<file path="src/rtl/dvmb_pkg.sv">
// Shared types and constants for the 2x2 depth binning unit.
// No dependencies.
package dvmb_pkg;

    localparam int SAMPLE_W = 16;
    localparam int PSUM_W   = 17;
    localparam int PCNT_W   = 2;
    localparam int LINE_W   = PSUM_W + PCNT_W;
    localparam int TOTAL_W  = 18;
    localparam int COUNT_W  = 3;
    localparam int POS_W    = 10;
    localparam int DIM_W    = 11;
    localparam int CFG_IDX_W = 2;

    localparam logic [CFG_IDX_W-1:0] CFG_BIN_ENABLE   = 2'd0;
    localparam logic [CFG_IDX_W-1:0] CFG_FRAME_WIDTH  = 2'd1;
    localparam logic [CFG_IDX_W-1:0] CFG_FRAME_HEIGHT = 2'd2;

    localparam logic [DIM_W-1:0] FRAME_WIDTH_RST  = 11'd640;
    localparam logic [DIM_W-1:0] FRAME_HEIGHT_RST = 11'd480;

    // x / 3 == (x * DIV3_MULT) >> DIV3_SHIFT for every x below 2**18
    localparam int DIV3_MULT_W = 18;
    localparam int DIV3_SHIFT  = 19;
    localparam logic [DIV3_MULT_W-1:0] DIV3_MULT = 18'd174763;
    localparam int PROD_W = TOTAL_W + DIV3_MULT_W;

    typedef enum logic [1:0] {
        ST_IDLE,
        ST_READ,
        ST_MEAN,
        ST_EMIT
    } state_t;

endpackage

</file>
<file path="src/rtl/dvmb_mean.sv">
// Two-stage mean of up to four samples: total / count, count in 0..4.
// Depends on dvmb_pkg.
module dvmb_mean (
    input  logic                          clk,
    input  logic                          rst_n,
    input  logic                          start,
    input  logic [dvmb_pkg::TOTAL_W-1:0]  total,
    input  logic [dvmb_pkg::COUNT_W-1:0]  count,
    output logic                          done,
    output logic [dvmb_pkg::SAMPLE_W-1:0] mean
);
    import dvmb_pkg::*;

    logic                v1_reg;
    logic [TOTAL_W-1:0]  total1_reg;
    logic [COUNT_W-1:0]  count1_reg;
    logic                v2_reg;
    logic [PROD_W-1:0]   prod_reg;
    logic [TOTAL_W-1:0]  total2_reg;
    logic [COUNT_W-1:0]  count2_reg;

    always_ff @(posedge clk or negedge rst_n)
    begin
        if (!rst_n)
        begin
            v1_reg <= 1'b0;
            v2_reg <= 1'b0;
        end
        else
        begin
            v1_reg <= start;
            v2_reg <= v1_reg;
        end
    end

    always_ff @(posedge clk)
    begin
        total1_reg <= total;
        count1_reg <= count;
        prod_reg   <= PROD_W'(total1_reg) * PROD_W'(DIV3_MULT);
        total2_reg <= total1_reg;
        count2_reg <= count1_reg;
    end

    always_comb
    begin
        case (count2_reg)
            3'd1:    mean = total2_reg[SAMPLE_W-1:0];
            3'd2:    mean = total2_reg[SAMPLE_W:1];
            3'd3:    mean = prod_reg[DIV3_SHIFT+SAMPLE_W-1:DIV3_SHIFT];
            3'd4:    mean = total2_reg[SAMPLE_W+1:2];
            default: mean = '0;
        endcase
    end

    assign done = v2_reg;

endmodule

</file>
<file path="config.mk">
export PLATFORM = sky130hd
export DESIGN_NAME = dvmb_mean
export DESIGN_NICKNAME = d
export VERILOG_FILES = /design/src/rtl/dvmb_pkg.sv /design/src/rtl/dvmb_mean.sv
export SDC_FILE = /design/constraint.sdc
export NUM_CORES = 1
export LEC_CHECK = 0
export BUFFER_PORTS_ARGS = -buffer_cell sky130_fd_sc_hd__buf_2
export CAP_MARGIN = 20
export CORE_ASPECT_RATIO = 1.2
export CORE_MARGIN = 10
export CORE_UTILIZATION = 55
export DETAILED_ROUTE_END_ITERATION = 10
export HOLD_SLACK_MARGIN = 0.1
export PLACE_DENSITY = 0.73
export SLEW_MARGIN = 20
export SYNTH_ARGS = -nofsm -noshare
export SYNTH_HDL_FRONTEND = slang
export SYNTH_SLANG_ARGS = --single-unit
</file>
<file path="constraint.sdc">
create_clock -name clk -period 12.9 [get_ports clk]
set_input_delay 1.935 -clock clk [delete_from_list [all_inputs] [get_ports clk]]
set_output_delay 1.935 -clock clk [all_outputs]
set_load 0.005 [all_outputs]
</file>
==> flow_metrics.tcl <==
set metrics [dict create \
    io_pins 41 \
    clock_skew_ns 0.00780 \
    core-area_um2 13400 \
    syn_nets 1056 \
    die_w_um 127 \
    yosysSeqAreaShare_pct 16.0 \
    drtIter0Drc 205 \
    worst_skew_pair.late_latency_ns 0.33 \
    grt_antenna_before_repair 0 \
    synthFlopType "dfxtp_1" \
    rsz0062_at_grt "false" \
    fin_crit_sh_pct 43.6 \
    dieHeight_um 149 \
    finalHoldViolations 0 \
    start_util_pct 56.8 \
    grt_use_total_pct 20.2 \
    drt-met1-wl_um 6830 \
    post-cts-setup-buffer-count 0 \
    routed.top_layer "met4" \
    grt_max_degree 20 \
    netlist-cell-type-count 47 \
    relSlewSlack_pct 30.4 \
    layout_min_cycle_time_ns 5.63 \
    nFillCells 1148 \
    num_antenna_cells 0 \
    ctsRootBufferMaster "clkbuf_16" \
    critical_path_arrival_ns 5.88 \
    clock_path_buffers 2 \
    grt_pass1_vias 5993 \
    cts_resized 0 \
    crit_fanout 7 \
    fin_nets 1098 \
    hold_class "register to register" \
    postCtsHoldBufs 0 \
    routedWlPerCell_um 18.2 \
    cts_buffers 9 \
    setup_viol 0 \
    htreeDepth 3 \
    overflow 0 \
    wl_met2_um 9810 \
    avgSynthCellArea_um2 9.85 \
    yosys_warnings 0 \
    met3_length_um 438 \
    async_flop_share_pct 3.33 \
    grt_pass1_wl_um 30000 \
    synth-edff-count 0 \
    die-area_um2 18900 \
    fmax_ghz 0.178 \
    cts_tree "done" \
    cts_sinks 60 \
    layout-drive-gt1-share_pct 7.96 \
    crit_path_end_kind "register" \
    synth_area_um2 7580 \
    worstPathRequired_ns 13.15 \
    synth_seq_cells 60 \
    row_count 46 \
    num_vias 5334 \
    hpwlAfterDp_um 15800 \
    numPortBuffers 40 \
    clk_pin_slew_ns 0.05 \
    wl_um 17900 \
    maxCapViolations 0 \
    setup_tns_ns 0 \
    synthCells 770 \
    tightest_slew_ns 1.04 \
    firstDrtPassIters 4 \
    syn2layout_area_growth_pct 8.91 \
    critPathLaunchType "register" \
    vias_per_cell 5.42 \
    critPathKind "register to register" \
    status "finished, final reports clean" \
    post-route-drc-count 0 \
    gp_congestion 0.965 \
    finalMaxSlewViolations 0 \
    antenna_left 0 \
]
## worst paths after layout
kind | slack [ns] | depth (start not counted) | end | from
worst max-delay path | 7.27 | 17 | prod_reg[31] | total1_reg[7]
worst min-delay path | 0.33 | 0 | count2_reg[0] | count1_reg[0]
worst max register to register | 7.27 | 17 | prod_reg[31] | total1_reg[7]
worst min register to register | 0.33 | 0 | count2_reg[0] | count1_reg[0]
max in group asynchronous | 11.42 | 1 | v1_reg | rst_n
min in group asynchronous | 1.38 | 1 | done | rst_n
## cells in the mapped netlist (2+ instances only)
cell,count,area share (%)
a211oi_1,8,0.79
a21o_1,6,0.59
a21oi_1,29,1.9
a221oi_1,2,0.23
a22oi_1,15,1.5
a31oi_1,2,0.16
and2_1,2,0.16
and3_1,2,0.16
and4_1,3,0.35
clkbuf_1,8,0.40
dfrtp_1,2,0.66
dfxtp_1,58,15
fa_1,107,28
ha_1,155,26
inv_1,231,11
mux2i_1,15,2.0
nand2_1,20,0.99
nand2b_1,3,0.25
nand3_1,5,0.33
nand3b_1,2,0.20
nand4_1,2,0.16
nor2_1,10,0.49
nor2b_1,3,0.25
nor3_1,2,0.13
o211ai_1,4,0.40
o21a_1,2,0.20
o21ai_0,16,1.1
o21bai_1,4,0.40
o22ai_1,15,1.2
xnor2_1,14,1.6
xor2_1,7,0.81
## final cells by class
cell class / instances / area [um^2] / area share (%)
clock buffers: 9 / 225 / 2.73
clock inverters: 7 / 77.6 / 0.939
inverters: 231 / 867 / 10.5
multi-input cells: 469 / 5460 / 66.1
flip-flops and latches: 60 / 1210 / 14.7
well taps: 168 / 210 / 2.54
repair buffers: 41 / 208 / 2.51
## critical path, stage by stage (launching register included)
cell and delay (ns):
dfxtp_1 0.59, ha_1 0.38, fa_1 0.51, inv_1 0.07, fa_1 0.49, fa_1 0.56, inv_1 0.06, fa_1 0.53
inv_1 0.06, fa_1 0.54, inv_1 0.05, ha_1 0.37, and3_4 0.20, a32o_1 0.22, a211oi_2 0.33, a21oi_2 0.18
o31ai_2 0.29, xnor2_1 0.14
## cells in the final DEF, fill, tap and decap left out, types with 9 or more instances in the layout
| cell | netlist | routed |
|---|---|---|
| a21oi_1 | 29 | 29 |
| a22oi_1 | 15 | 15 |
| buf_2 | 0 | 40 |
| clkbuf_16 | 0 | 9 |
| dfxtp_1 | 58 | 58 |
| fa_1 | 107 | 107 |
| ha_1 | 155 | 155 |
| inv_1 | 231 | 231 |
| mux2i_1 | 15 | 15 |
| nand2_1 | 20 | 20 |
| nor2_1 | 10 | 10 |
| o21ai_0 | 16 | 16 |
| o22ai_1 | 15 | 15 |
| xnor2_1 | 14 | 14 |
## per-stage QoR
stage	setup slack [ns]	util, %	instances	hold slack (ns)	area (um^2)
2_1_floorplan	7.81	-	770	0.310	7580
3_3_place_gp	7.36	59.6	969	0.310	7960
3_5_place_dp	7.32	59.6	969	0.313	7960
4_1_cts	7.26	61.9	985	0.330	8260
5_1_grt	6.95	61.9	985	0.329	8260
6_report	7.27	61.9	985	0.327	8260
## cell families after synthesis
family | after synthesis | share of synthesized area (%)
adder cells (fa/ha/maj) | 262 | 53.8
XOR/XNOR | 21 | 2.42
AO/OA/AOI/OAI | 114 | 9.86
multiplexers | 16 | 2.13
flip-flops | 60 | 16.0
AND/OR/NAND/NOR | 56 | 3.78
buffers and inverters | 241 | 12.0
## layer usage
layer  GRT usage (%)  vias up
met4            9.75        0
met1            21.6     2652
met3            2.45       46
met5               0        -
li1                -     2542
met2            37.9       94
Power is left out: the tool's default activity adds up to more than one toggle a clock period on the data nets, which glitch-free logic cannot reach.
